`src/rtl/core/dbpp_pkg.sv`:
```
// shared types, constants and helpers for the dot-bracket pair parser
package dbpp_pkg;

  // record length limit, the widths that follow from it, and the character and config widths
  localparam int MaxLen   = 1024;
  localparam int IdxW     = 10;
  localparam int PosW     = 11;
  localparam int CharW    = 8;
  localparam int CfgAddrW = 3;
  localparam int CfgDataW = 32;

  // register map
  localparam logic [CfgAddrW-1:0] REG_UNION_MODE = 3'd0;

  // characters
  localparam logic [CharW-1:0] CH_A      = 8'h41;
  localparam logic [CharW-1:0] CH_U      = 8'h55;
  localparam logic [CharW-1:0] CH_G      = 8'h47;
  localparam logic [CharW-1:0] CH_C      = 8'h43;
  localparam logic [CharW-1:0] CH_T      = 8'h54;
  localparam logic [CharW-1:0] CH_DOT    = 8'h2E;
  localparam logic [CharW-1:0] CH_LPAREN = 8'h28;
  localparam logic [CharW-1:0] CH_RPAREN = 8'h29;
  localparam logic [CharW-1:0] CH_LSQ    = 8'h5B;
  localparam logic [CharW-1:0] CH_RSQ    = 8'h5D;

  // record status codes
  typedef enum logic [2:0] {
    ERR_NONE      = 3'd0,
    ERR_T_BASE    = 3'd1,
    ERR_BASE      = 3'd2,
    ERR_SYMBOL    = 3'd3,
    ERR_UNMATCHED = 3'd4,
    ERR_MISSING   = 3'd5,
    ERR_OVERLAP   = 3'd6,
    ERR_TOO_LONG  = 3'd7
  } err_code_t;

  // first error of one category
  typedef struct packed {
    err_code_t       code;
    logic [PosW-1:0] pos;
  } err_t;

  // stack memory request
  typedef struct packed {
    logic            we;
    logic [IdxW-1:0] waddr;
    logic [IdxW-1:0] wdata;
    logic            re;
    logic [IdxW-1:0] raddr;
  } ram_req_t;

  // per-word info travelling to the output stage
  typedef struct packed {
    logic            pair_valid;
    logic            sel_round;
    logic [IdxW-1:0] right_pos;
    err_code_t       status;
    logic [PosW-1:0] error_position;
    logic            record_done;
  } stage_t;

  // keep the first error only
  function automatic err_t note(err_t cur, err_code_t code, logic [PosW-1:0] pos);
    err_t res;
    res = cur;
    if (cur.code == ERR_NONE) begin
      res.code = code;
      res.pos  = pos;
    end
    return res;
  endfunction

endpackage

```
`src/rtl/core/dbpp_if.sv`:
```


interface dbpp_result_if;
  logic                      valid;
  logic                      ready;
  logic                      pair_valid;
  logic [dbpp_pkg::IdxW-1:0] left_pos;
  logic [dbpp_pkg::IdxW-1:0] right_pos;
  logic [2:0]                status;
  logic [dbpp_pkg::PosW-1:0] error_position;
  logic                      record_done;

  modport source (output valid, pair_valid, left_pos, right_pos, status, error_position,
                  record_done, input ready);
  modport sink (input valid, pair_valid, left_pos, right_pos, status, error_position,
                record_done, output ready);
endinterface

```
`src/rtl/core/dbpp_out.sv`:
```
// memory read stage and output register with flow control
module dbpp_out (
  input  logic                      clk,
  input  logic                      rst,
  input  logic                      accept,
  input  dbpp_pkg::stage_t          stage,
  input  logic [dbpp_pkg::IdxW-1:0] round_rdata,
  input  logic [dbpp_pkg::IdxW-1:0] square_rdata,
  output logic                      take,
  dbpp_result_if.source             result
);
  import dbpp_pkg::*;

  logic            s1_valid;
  stage_t          s1;
  logic            advance;
  logic [IdxW-1:0] left_sel;

  // stage one moves on when the output register is free or being emptied
  assign advance = s1_valid && (!result.valid || result.ready);
  assign take    = !s1_valid || !result.valid || result.ready;

  // stage one: waits for the stack read
  always_ff @(posedge clk) begin
    if (rst) begin
      s1_valid <= 1'b0;
    end else if (accept) begin
      s1_valid <= 1'b1;
    end else if (advance) begin
      s1_valid <= 1'b0;
    end
  end

  always_ff @(posedge clk) begin
    if (accept) begin
      s1 <= stage;
    end
  end

  // opener position from whichever stack popped
  always_comb begin
    left_sel = '0;
    if (s1.pair_valid) begin
      left_sel = s1.sel_round ? round_rdata : square_rdata;
    end
  end

  // output register
  always_ff @(posedge clk) begin
    if (rst) begin
      result.valid <= 1'b0;
    end else if (advance) begin
      result.valid <= 1'b1;
    end else if (result.ready) begin
      result.valid <= 1'b0;
    end
  end

  always_ff @(posedge clk) begin
    if (advance) begin
      result.pair_valid     <= s1.pair_valid;
      result.left_pos       <= left_sel;
      result.right_pos      <= s1.right_pos;
      result.status         <= s1.status;
      result.error_position <= s1.error_position;
      result.record_done    <= s1.record_done;
    end
  end

endmodule

```
`src/flat_wrapper.sv`:
```
// flat-port wrapper written by rule: the top's interface ports become plain ports
module dbpp_out_flat import dbpp_pkg::*;
  (clk, rst, accept, stage, round_rdata, square_rdata, take, result_valid, result_pair_valid, result_left_pos, result_right_pos, result_status, result_error_position, result_record_done, result_ready);
  dbpp_result_if result_i ();
  input  logic clk;
  input  logic rst;
  input  logic accept;
  input  dbpp_pkg::stage_t stage;
  input  logic [dbpp_pkg::IdxW-1:0] round_rdata;
  input  logic [dbpp_pkg::IdxW-1:0] square_rdata;
  output logic take;
  output wire logic [$bits(result_i.valid)-1:0] result_valid;
  output wire logic [$bits(result_i.pair_valid)-1:0] result_pair_valid;
  output wire logic [$bits(result_i.left_pos)-1:0] result_left_pos;
  output wire logic [$bits(result_i.right_pos)-1:0] result_right_pos;
  output wire logic [$bits(result_i.status)-1:0] result_status;
  output wire logic [$bits(result_i.error_position)-1:0] result_error_position;
  output wire logic [$bits(result_i.record_done)-1:0] result_record_done;
  input wire logic [$bits(result_i.ready)-1:0] result_ready;
  assign result_valid = result_i.valid;
  assign result_pair_valid = result_i.pair_valid;
  assign result_left_pos = result_i.left_pos;
  assign result_right_pos = result_i.right_pos;
  assign result_status = result_i.status;
  assign result_error_position = result_i.error_position;
  assign result_record_done = result_i.record_done;
  assign result_i.ready = result_ready;
  dbpp_out u_core (.clk(clk), .rst(rst), .accept(accept), .stage(stage), .round_rdata(round_rdata), .square_rdata(square_rdata), .take(take), .result(result_i));
endmodule
```
`config.mk`:
```
export PLATFORM = sky130hd
export DESIGN_NAME = dbpp_out_flat
export DESIGN_NICKNAME = d
export VERILOG_FILES = /design/src/rtl/core/dbpp_pkg.sv /design/src/rtl/core/dbpp_if.sv /design/src/rtl/core/dbpp_out.sv /design/src/flat_wrapper.sv
export SDC_FILE = /design/constraint.sdc
export NUM_CORES = 1
export LEC_CHECK = 0
export ABC_AREA = 1
export BUFFER_PORTS_ARGS = -buffer_cell sky130_fd_sc_hd__buf_2
export CORE_ASPECT_RATIO = 1.75
export CORE_MARGIN = 2
export CORE_UTILIZATION = 50
export CTS_CLUSTER_DIAMETER = 60
export DETAILED_ROUTE_END_ITERATION = 16
export GPL_TIMING_DRIVEN = 0
export PLACE_DENSITY = 0.94
export SLEW_MARGIN = 20
export SYNTH_ARGS = -nofsm -noshare
export SYNTH_HDL_FRONTEND = slang
export SYNTH_SLANG_ARGS = --single-unit
```
`constraint.sdc`:
```
create_clock -name clk -period 6.2 [get_ports clk]
set_input_delay 0.62 -clock clk [delete_from_list [all_inputs] [get_ports clk]]
set_output_delay 0.62 -clock clk [all_outputs]
set_load 0.03 [all_outputs]
```
After elaboration in Yosys (flattened, before gate mapping)
Index checks and enable logic that the tools add are counted.

Memory bits (writable): 0. ROM bits: 0. Flip-flop bits (word level): 65. Logic and storage cells: 27. Latch bits: 0. Memories: 0.

Reduce and logical (&&, ||, !) cells: 8. Shift-type cells: 0. Multiply operators: 0. Bitwise operators: 0. Equality and inequality tests: 0. Div/mod/pow operators: 0. Add/subtract/negate cells: 0. Magnitude comparators: 0. Muxes and demuxes: 5.

Operators with widths (number): two-way mux 10 bit (1); two-way mux 1 bit (4); nonzero test 2 bit (2); logical OR 1 bit (3); zero test 1 bit (2); logical AND 1 bit (1).

Depth between registers and ports, before layout
Gate-level depths: netlist of the first run.

Depth in word-level cells: 5. Depth in mapped cells: 3. Gate-level depth less buffers: 3.

Least setup slack after synthesis of the first run
No wires, ideal clock.

Kind: input to register. Start: input port result_ready. End: register u_core.result.error_position[0] (enable). Setup time: 441 ps. Setup slack: 3320 ps. Data required time: 5759 ps. Data arrival time: 2439 ps. Stages on the path: 2. Buffers on the path: 0. Cells stage by stage: inv_1 > a21oi_1.

Word-level cells in the longest chain between the ends: 2.

Ends and longest elaborated chain: start: declaration (line flat_wrapper.sv:19) `input wire logic [$bits(result_i.ready)-1:0] result_ready;`; logical OR 1 bit (line dbpp_out.sv:20) `assign advance = s1_valid && (!result.valid || result.ready);`; logical AND 1 bit (line dbpp_out.sv:20); named net u_core.advance (line dbpp_out.sv:16) `logic advance;`; end: declaration (line dbpp_if.sv:13) `modport source (output valid, pair_valid, left_pos, right_pos, status, error_position,`.

The timed path passes the listed nets, and every way through them passes these cells. A chain may end at the register's enable or synchronous reset.

Worst setup path in the final report of the first run
Start: input port result_ready. End: output port take.

Word-level cells in the longest chain between the ends: 1.

Ends and longest elaborated chain: logical OR 1 bit (line dbpp_out.sv:21) `assign take = !s1_valid || !result.valid || result.ready;`; end: declaration (line flat_wrapper.sv:11) `output logic take;`.

Every way passes these cells.

==> results of run 1 <==
-- critical path: stages --
cell	delay (ns)
buf_2	0.10
inv_1	0.11
nand3_1	0.11
buf_2	0.19
-- flip-flops by register name, indices dropped and copies added (netlist names) --
signal                        flops
u_core.result.record_done         1
u_core.result.right_pos          10
u_core.s1_valid                   1
u_core.result.valid               1
u_core.result.left_pos           10
u_core.result.status              3
u_core.result.pair_valid          1
u_core.s1                        27
u_core.result.error_position     11
-- final cells by class --
type / instances / area, um2 / share of cell area
Clock inverter: 7 / 71.32 / 0.02512
Sequential cell: 65 / 1932 / 0.6805
Buffer: 1 / 7.507 / 0.002644
Tap cell: 49 / 61.31 / 0.02160
Clock buffer: 9 / 123.9 / 0.04363
Inverter: 4 / 15.01 / 0.005289
Timing Repair Buffer: 89 / 467.9 / 0.1648
Multi-Input combinational cell: 35 / 160.2 / 0.05641
-- cells in the mapped netlist --
cell type / number
a21oi_1: 3
buf_4: 1
dfxtp_1: 2
edfxtp_1: 63
inv_1: 3
inv_2: 1
nand2_1: 1
nand3_1: 1
nor2_1: 20
o21ai_0: 6
o21ai_1: 4
-- path summary, 6_finish.rpt --
path	startpoint	cells after the start	to
max	result_ready	4	take
min	u_core.s1[19]$_DFFE_PP_	0	u_core.result.right_pos[4]$_DFFE_PP_
max reg2reg	u_core.s1_valid$_SDFFE_PP0P_	3	u_core.result.status[2]$_DFFE_PP_
min reg2reg	u_core.s1[19]$_DFFE_PP_	0	u_core.result.right_pos[4]$_DFFE_PP_
-- through the flow --
| step | area, um2 | worst slack [ns] | power (W) | util |
|---|---|---|---|---|
| after CTS | 2839 | 4.438 | 0.0009488 | 0.6971 |
| final | 2839 | 4.440 | 0.0009353 | 0.6971 |
| after global placement | 2605 | 2.664 | 0.0006055 | 0.6396 |
| after floorplan | 2103 | 3.320 | 0.0005725 | - |
| after global routing | 2839 | 4.391 | 0.0009727 | 0.6971 |
| after detailed placement | 2644 | 4.351 | 0.0006121 | 0.6492 |
-- logic make-up after synthesis --
family                 Yosys count  share of synthesized area
buffers and inverters            5                    0.01071
flip-flops                      65                     0.9185
AO/OA/AOI/OAI                   13                    0.03093
AND/OR/NAND/NOR                 22                    0.03985
-- cell usage in the layout (no fill, tap or decap), types with 2 or more instances in the layout --
cell        count
a21oi_1         2
buf_2          88
clkbuf_8        9
clkinv_4        2
clkinvlp_4      2
dfxtp_1         2
edfxtp_1       63
inv_1           3
nor2_1         20
o21ai_0         6
o21ai_1         4
-- power by group through the flow --
stage          sequential [W]  clock (W)  combinational, W
3_3_place_gp         0.000533          0         0.0000726
6_report             0.000524   0.000334         0.0000769
4_1_cts              0.000524   0.000346         0.0000783
3_5_place_dp         0.000534          0         0.0000782
5_1_grt              0.000527   0.000363         0.0000830
2_1_floorplan        0.000559          0         0.0000138
-- layer usage --
| layer | vias up | track usage | wire length [um] |
|---|---|---|---|
| li1 | 593 | - | - |
| met1 | 537 | 0.1689 | 1283 |
| met2 | 66 | 0.2760 | 1864 |
| met3 | 7 | 0.05316 | 305 |
| met4 | 0 | 0.1111 | 85 |
| met5 | - | 0 | 0 |
==> reports/results.tsv, run 1 <==
stage	metric	value	unit
run_status	status	completed	
logic_synthesis	syn_avg_cell_area	20.03	um2
setup_path	start_kind	primary input	
clock_tree	cts_tree	yes	
power_and_ir_drop	power_density	329.4	mW/mm2
logic_synthesis	netlist_area	0.002103	mm2
final_layout	antenna_cells	0	
sta	worstMarginPinSlew	0.6266	ns
routing	dr.pass1.iters	4	
sta	rsz0062_at_grt	no	
final_layout	n_fill_cell	284	
power_and_ir_drop	irDropWorstVdd	0.2393	mV
power_and_ir_drop	clkPwrFrac	0.357	
setup_path	rrSetupSlack	4.76	ns
global_routing	overflow	0	
routing	vias	1203	
clock_tree	cts_buffers	9	
logic_synthesis	synth.largest_area_cell	edfxtp_1	
routing	avgRoutedWirePerCell	13.66	um
floorplan	io_pins	89	
clock_tree	cts_sinks	65	
clock_tree	cts_setup_buffers	0	
routing	routed_via_density	4.645	
sta	maxSlewHeadroom	0.5813	
final_layout	nets	256	
logic_synthesis	yosys_warnings	0	
floorplan	die-area	0.004761	mm2
floorplan	die_y	89.80	um
placed_design	hpwlAfterDp	2.628	mm
job	maxCapViolations	0	
sta	period_needed	1.760	ns
routing	drt-total-wl	3.539	mm
logic_synthesis	synth_fp_nets	156	
power_and_ir_drop	pwr-share-comb	0.082	
routing	ant_nets	0	
clock_tree	htree_num_levels	3	
placed_design	placedCellCount	243	
sta	hold_slack	0.4152	ns
sta	slew_violations	0	
final_layout	area_growth	34.98	%
final_layout	stdcell_count	259	
routing	drt_iter0_drc	20	
setup_path	endpoint_kind	output port	
clock_tree	postCtsHoldBufs	0	
global_routing	grt_usage	0.1665	
clock_tree	clk_path_buf_depth	2	
power_and_ir_drop	pwr-share-seq	0.560	
power_and_ir_drop	p_leak	1.157	nW
logic_synthesis	synth_top_area_frac	0.8995	
setup_path	crit_type	primary input to output port	
clock_tree	clockRootBuffer	clkbuf_8	
power_and_ir_drop	netSwitchingPower	0.0002089	W
hold_path	min-delay-path-class	flip-flop to flip-flop	
power_and_ir_drop	swShare	0.2234	
setup_path	worstPathArrival	1.14	ns
floorplan	die_w	53.03	um
logic_synthesis	yosysSeqAreaShare	0.9185	
sta	timing.fmax	568.3	MHz
logic_synthesis	ys_ff_latch	65	
power_and_ir_drop	cell_internal_pwr	0.0007263	W
clock_tree	cts_resized	0	
logic_synthesis	synthCells	105	
clock_tree	clk-insertion-delay-late	0.32	ns
clock_tree	clk_pin_slew	0.07	ns
placed_design	portBuffers	88	
floorplan	num_rows	31	
setup_path	worstPathRequired	5.58	ns
global_routing	antenna_found_initial	0	
sta	setup_viol	0	
global_routing	grt_pass1_wl	5.319	mm
setup_path	crit_fanout	3	
global_routing	grt_pass1_vias	1201	
logic_synthesis	synth_cell_type_count	11	
routing	drc	0	
placed_design	place_congestion	0.6317	
sta	skew	0.006489	ns
sta	finalHoldViolations	0	
final_layout	drive_gt1_frac	0.5095	
logic_synthesis	synth.area.top_cells	edfxtp_1 90%, nor2_1 3.6%, dfxtp_1 1.9%, o21ai_0 1.4%, o21ai_1 0.95%	
floorplan	initial_core_util	0.5164	
floorplan	core_area	0.004073	mm2
global_routing	grt_max_degree	29	
sta	min_period_over_period	0.2838	
sta	setup-tns-final	0	ns
No activity file was read; power rests on OpenSTA's default activity.
==> run 2: changes to the inputs <==
ABC_AREA = 0   (was 1)
CORE_UTILIZATION = 47   (was 50)
PLACE_DENSITY = 0.89   (was 0.94)
clock period = 1.8 ns   (was 6.2 ns; I/O delays follow)
==> reports/results.tsv, run 2 <==
stage	metric	value	unit	change
run_status	status	completed		
setup_path	crit_fanout	36		+33
global_routing	grt_max_degree	37		+28%
routing	avgRoutedWirePerCell	14.09	um	+3.1%
sta	setup-tns-final	0	ns	unchanged
power_and_ir_drop	netSwitchingPower	0.0006875	W	+230%
routing	drt-total-wl	3.494	mm	-1.3%
final_layout	reg_top3	u_core.s1 (27), u_core.result.error_position (11)		
setup_path	critical-path-slowest-cell	and2_2		
logic_synthesis	yosysSeqAreaShare	0.9013		-0.01716
sta	skew	0.004465	ns	-0.002023 ns
power_and_ir_drop	cell_internal_pwr	0.002777	W	+280%
sta	rsz0062_at_grt	no		
setup_path	endpoint_kind	flip-flop		
clock_tree	cts_buffers	9		unchanged
logic_synthesis	synthCells	93		-11%
sta	finalHoldViolations	0		unchanged
power_and_ir_drop	p_leak	1.182	nW	+2.1%
sta	maxSlewHeadroom	0.4457		-0.1356
clock_tree	clk-insertion-delay-late	0.32	ns	about the same
sta	setup_viol	0		unchanged
setup_path	crit_type	flip-flop to flip-flop		
routing	vias	1131		-6.0%
final_layout	n_fill_cell	344		+21%
floorplan	io_pins	89		unchanged
global_routing	antenna_found_initial	0		unchanged
logic_synthesis	yosys_warnings	0		unchanged
final_layout	area_growth	34.44	%	
placed_design	place_congestion	0.6412		+1.5%
clock_tree	clk_pin_slew	0.07	ns	about the same
hold_path	min-delay-path-class	primary input to flip-flop		
global_routing	grt_pass1_vias	1144		-4.7%
clock_tree	cts_tree	yes		
power_and_ir_drop	clkPwrFrac	0.404		+0.047
sta	timing.fmax	672.5	MHz	
clock_tree	cts_sinks	65		unchanged
logic_synthesis	synth_fp_nets	144		-7.7%
placed_design	hpwlAfterDp	2.520	mm	-4.1%
power_and_ir_drop	irDropWorstVdd	0.9723	mV	+310%
setup_path	worstPathRequired	1.74	ns	-3.84 ns
logic_synthesis	syn_avg_cell_area	23.05	um2	+15%
clock_tree	cts_setup_buffers	0		unchanged
global_routing	grt_usage	0.1510		-0.01548
power_and_ir_drop	pwr-share-seq	0.521		-0.039
routing	drt_iter0_drc	18		-10%
routing	routed_via_density	4.560		-1.8%
setup_path	start_kind	flip-flop		
logic_synthesis	synth_edf_count	63		unchanged
placed_design	placedCellCount	232		-4.5%
final_layout	antenna_cells	0		unchanged
sta	worstMarginPinSlew	0.8314	ns	+0.2048 ns
routing	drc	0		unchanged
power_and_ir_drop	power.total	0.003464	W	+270%
final_layout	drive_gt1_frac	0.5228		+0.01332
job	maxCapViolations	0		unchanged
sta	slew_violations	0		unchanged
clock_tree	clockRootBuffer	clkbuf_8		
final_layout	layout_common_cells	88 x buf_2, 63 x edfxtp_1, 10 x mux2i_1, 10 x nor2b_1, 9 x clkbuf_8		
final_layout	stdcell_count	248		-4.2%
final_layout	nets	243		-5.1%
logic_synthesis	synthFlopType	edfxtp_1		
logic_synthesis	netlist_area	0.002143	mm2	+1.9%
hold_path	whs_path_depth	1		+1
sta	period_needed	1.487	ns	
logic_synthesis	synth.area.top_cells	edfxtp_1 88%, mux2i_1 4.7%, nor2b_1 2.9%, dfxtp_1 1.9%, buf_6 0.53%		
routing	ant_nets	0		unchanged
final_layout	regMostFlops	u_core.s1		
clock_tree	htree_num_levels	3		unchanged
routing	dr.pass1.iters	4		unchanged
floorplan	initial_core_util	0.4866		-0.02979
power_and_ir_drop	power_density	1202	mW/mm2	+260%
clock_tree	postCtsHoldBufs	0		unchanged
setup_path	worstPathCellList	nand2b_1 -> and2_2		
sta	hold_slack	0.02896	ns	-0.3863 ns
global_routing	overflow	0		unchanged
setup_path	max_stage_delay	0.69	ns	+0.50 ns
clock_tree	cts_resized	0		unchanged
logic_synthesis	synth_top_area_frac	0.8827		-0.01680
power_and_ir_drop	pwr-share-comb	0.076		-0.006
global_routing	grt_pass1_wl	5.133	mm	-3.5%
sta	min_period_over_period	0.8262		
final_layout	largest_register_ffs	27		unchanged
logic_synthesis	ys_ff_latch	65		unchanged
floorplan	die_w	55.05	um	+3.8%
final_layout	layout_commonest_cell	buf_2		
placed_design	portBuffers	88		unchanged
logic_synthesis	synth.most_common_cell	edfxtp_1		
logic_synthesis	synth.largest_area_cell	edfxtp_1		
power_and_ir_drop	swShare	0.1985		-0.02492
logic_synthesis	yosys-top-cells-count	63 x edfxtp_1, 10 x mux2i_1, 10 x nor2b_1		
floorplan	num_rows	32		+3.2%
floorplan	die_y	93.33	um	+3.9%
floorplan	core_area	0.004404	mm2	+8.1%
logic_synthesis	synth_cell_type_count	10		-1
logic_synthesis	async_flop_share	0		unchanged
floorplan	die-area	0.005137	mm2	+7.9%
setup_path	reg2reg_depth	2		-1
clock_tree	clk_path_buf_depth	2		unchanged
setup_path	worstPathArrival	1.43	ns	+0.29 ns
==> run 2: worst paths after layout <==
path                                    startpoint                                   end  slack [ns]
setup / recovery  u_core.result.valid$_SDFFE_PP0P_     u_core.result.status[1]$_DFFE_PP_        0.31
hold / removal                            stage[5]                u_core.s1[5]$_DFFE_PP_        0.03
setup reg to reg  u_core.result.valid$_SDFFE_PP0P_     u_core.result.status[1]$_DFFE_PP_        0.31
hold reg to reg            u_core.s1[17]$_DFFE_PP_  u_core.result.right_pos[2]$_DFFE_PP_        0.42
==> run 2: kinds of logic (layout without fill, tap and decap cells) <==
family,count (synthesis),count (layout),synth area share
AOI/OAI and AO/OA,2,2,0.004670
buffers and inverters,3,107,0.008758
DFF,65,65,0.9013
muxes,10,10,0.04670
and+or+nand+nor,13,13,0.03853
==> run 2: final cells by class <==
| cell class | count | area [um2] | area share |
|---|---|---|---|
| sequential | 65 | 1932 | 0.6704 |
| clock buffer | 9 | 123.9 | 0.04299 |
| buffer | 1 | 11.26 | 0.003908 |
| tap | 51 | 63.81 | 0.02215 |
| inverter | 2 | 7.507 | 0.002605 |
| clock inverter | 7 | 108.9 | 0.03778 |
| multi-input combinational | 25 | 193.9 | 0.06730 |
| timing repair buffer | 88 | 440.4 | 0.1528 |
==> run 2: routing by layer <==
layer  up-vias  global-route usage  wire (um)
li1        554                   -          -
met1       505              0.1636       1215
met2        64              0.2411       1885
met3         8             0.05112        290
met4         0             0.09553        103
met5         -                   0          0
==> run 2: worst max-delay path: cells and delay by family (launching register included) <==
kind / cells / cell delay (ns)
flops: 1 / 0.32
simple gates: 2 / 0.77
==> run 2: power by group through the flow <==
stage	Sequential (W)	Clock [W]	Combinational, W
CTS	0.00181	0.00143	0.000267
global placement	0.00183	0	0.000259
detailed placement	0.00184	0	0.000266
floorplan	0.00192	0	0.0000560
finish	0.00180	0.00140	0.000262
global route	0.00182	0.00148	0.000283
==> run 2: metrics by stage <==
stage,utilization,worst slack [ns],area (um2)
after floorplan,-,0.3568,2145
after global placement,0.6014,0.3434,2649
after detailed placement,0.6014,0.3065,2649
after CTS,0.6543,0.2931,2882
after global routing,0.6543,0.2401,2882
final,0.6543,0.3129,2882
==> run 3: changes to the inputs <==
CORE_UTILIZATION = 42   (was 47)
PLACE_DENSITY = 0.85   (was 0.89)
clock period = 1.3 ns   (was 1.8 ns; I/O delays follow)
==> reports/results.tsv, run 3 (same netlist as run 2, synthesis figures left out) <==
stage	metric	value	unit	change
sta	slew_violations	0		unchanged
final_layout	fin_area	0.003143	mm2	+9.1%
power_and_ir_drop	swShare	0.2051		+0.006620
power_and_ir_drop	pwr-share-seq	0.536		+0.015
floorplan	initial_core_util	0.4343		-0.05232
sta	finalHoldViolations	0		unchanged
sta	rsz0062_at_grt	no		
floorplan	die-area	0.005713	mm2	+11%
setup_path	endpoint_kind	output port		
global_routing	antenna_found_initial	0		unchanged
routing	vias	1284		+14%
routing	avgRoutedWirePerCell	14.92	um	+5.9%
global_routing	overflow	0		unchanged
global_routing	grt_pass1_wl	6.258	mm	+22%
clock_tree	cts_sinks	65		unchanged
floorplan	core_area	0.004935	mm2	+12%
floorplan	num_rows	34		+6.3%
setup_path	rrSetupSlack	0.19	ns	-0.12 ns
clock_tree	clk_pin_slew	0.06	ns	about the same
setup_path	worstPathRequired	1.17	ns	-0.57 ns
power_and_ir_drop	clkPwrFrac	0.370		-0.034
floorplan	die_w	58	um	+5.4%
clock_tree	clk-insertion-delay-late	0.33	ns	about the same
routing	dr.pass1.iters	4		unchanged
power_and_ir_drop	power_density	1485	mW/mm2	+24%
clock_tree	cts_buffers	9		unchanged
setup_path	reg2reg_depth	2		unchanged
final_layout	reg_top3	u_core.s1 (27), u_core.result.error_position (11)		
routing	ant_nets	0		unchanged
clock_tree	htree_num_levels	3		unchanged
clock_tree	cts_setup_buffers	0		unchanged
hold_path	whs_path_depth	3		+2
floorplan	io_pins	89		unchanged
clock_tree	clockRootBuffer	clkbuf_8		
final_layout	n_fill_cell	352		+2.3%
final_layout	largest_register_ffs	27		unchanged
final_layout	stdcell_count	279		+13%
power_and_ir_drop	pwr-share-comb	0.093		+0.017
routing	drt-total-wl	4.162	mm	+19%
placed_design	place_area	0.002654	mm2	+0.19%
final_layout	regMostFlops	u_core.s1		
sta	period_needed	1.155	ns	
power_and_ir_drop	netSwitchingPower	0.0009571	W	+39%
placed_design	placedCellCount	235		+1.3%
routing	drt_iter0_drc	32		+14
setup_path	start_kind	flip-flop		
run_status	status	completed		
routing	routed_via_density	4.602		+0.91%
setup_path	worstPathCellList	nand3b_1 -> buf_2		
sta	skew	0.003738	ns	-0.0007275 ns
power_and_ir_drop	p_leak	1.293	nW	+9.4%
job	maxCapViolations	0		unchanged
placed_design	hpwlAfterDp	2.668	mm	+5.9%
global_routing	grt_pass1_vias	1330		+16%
floorplan	die_y	98.50	um	+5.5%
sta	setup_viol	0		unchanged
final_layout	layout_common_cells	88 x buf_2, 63 x edfxtp_1, 28 x dlygate4sd3_1, 10 x mux2i_1, 10 x nor2b_1		
global_routing	grt_usage	0.1572		+0.006151
setup_path	worstPathArrival	1.03	ns	-0.40 ns
sta	setup-tns-final	0	ns	unchanged
routing	drc	0		unchanged
final_layout	drive_gt1_frac	0.4578		-0.06506
hold_path	min-delay-path-class	primary input to flip-flop		
setup_path	max_stage_delay	0.39	ns	-0.30 ns
sta	worstMarginPinSlew	0.5870	ns	-0.2445 ns
clock_tree	clk_path_buf_depth	2		unchanged
clock_tree	cts_tree	yes		
final_layout	nets	272		+12%
final_layout	area_growth	46.64	%	
placed_design	place_congestion	0.6549		+2.1%
global_routing	grt_max_degree	37		unchanged
setup_path	crit_fanout	4		-89%
setup_path	critical-path-slowest-cell	dfxtp_1		
setup_path	crit_type	flip-flop to output port		
final_layout	layout_commonest_cell	buf_2		
final_layout	antenna_cells	0		unchanged
sta	maxSlewHeadroom	0.6087		+0.1630
power_and_ir_drop	irDropWorstVdd	1.031	mV	+6.0%
placed_design	portBuffers	88		unchanged
sta	timing.fmax	865.7	MHz	
power_and_ir_drop	cell_internal_pwr	0.003710	W	+34%
sta	min_period_over_period	0.8886		
[run 3: path summary, 6_finish.rpt]
kind / startpoint / to
max: u_core.s1_valid$_SDFFE_PP0P_ / take
min: result_ready / u_core.s1_valid$_SDFFE_PP0P_
max reg2reg: u_core.result.valid$_SDFFE_PP0P_ / u_core.result.left_pos[1]$_SDFFCE_PN0P_
min reg2reg: u_core.s1[2]$_DFFE_PP_ / u_core.result.error_position[1]$_DFFE_PP_
[run 3: area by class of cell]
class                      instances  area [um2]  share of cell area
tap                               54       67.56             0.02150
buffer                             1       11.26            0.003583
sequential                        65        1932              0.6146
clock inverter                     4       68.82             0.02189
timing repair buffer             116       720.7              0.2293
clock buffer                      11       131.4             0.04180
inverter                           2       7.507            0.002389
multi-input combinational         26       203.9             0.06489
[run 3: stage by stage]
stage / hold WS [ns] / setup WS, ns / total power [W] / util
floorplan: 0.1991 / 0.05581 / 0.002739 / -
global route: 0.1093 / 0.09007 / 0.004855 / 0.6369
global placement: 0.2994 / 0.09633 / 0.002894 / 0.5378
finish: 0.1126 / 0.1449 / 0.004667 / 0.6369
detailed placement: 0.3081 / 0.06353 / 0.002917 / 0.5378
CTS: 0.09209 / 0.05273 / 0.004716 / 0.6351
[run 3: per-layer routing]
metal,wire (um),share of wire,vias to the layer above,GRT usage
li1,-,-,612,-
met1,1395,0.34,604,0.1470
met2,2419,0.58,58,0.2858
met3,239,0.057,10,0.04856
met4,107,0.026,0,0.09123
met5,0,0,-,0
[run 3: critical path: cells and delay by family (launching register included)]
| kind | cells | cell delay (ns) |
|---|---|---|
| simple gates | 1 | 0.12 |
| flops | 1 | 0.39 |
| buf+inv | 1 | 0.19 |
[run 3: what timing repair did]
item / CTS / global route
endpoints found under the hold margin: 29 / 0
setup endpoints to repair: 0 / 36
gates resized for setup: 0 / 1
hold buffers: 28 / 0
[run 3: power by group through the flow]
stage | Sequential, W | Combinational (W) | Clock (W)
after CTS | 0.00250 | 0.000436 | 0.00178
final | 0.00250 | 0.000436 | 0.00173
after detailed placement | 0.00255 | 0.000370 | 0
after global routing | 0.00251 | 0.000466 | 0.00188
after global placement | 0.00253 | 0.000360 | 0
after floorplan | 0.00266 | 0.0000788 | 0
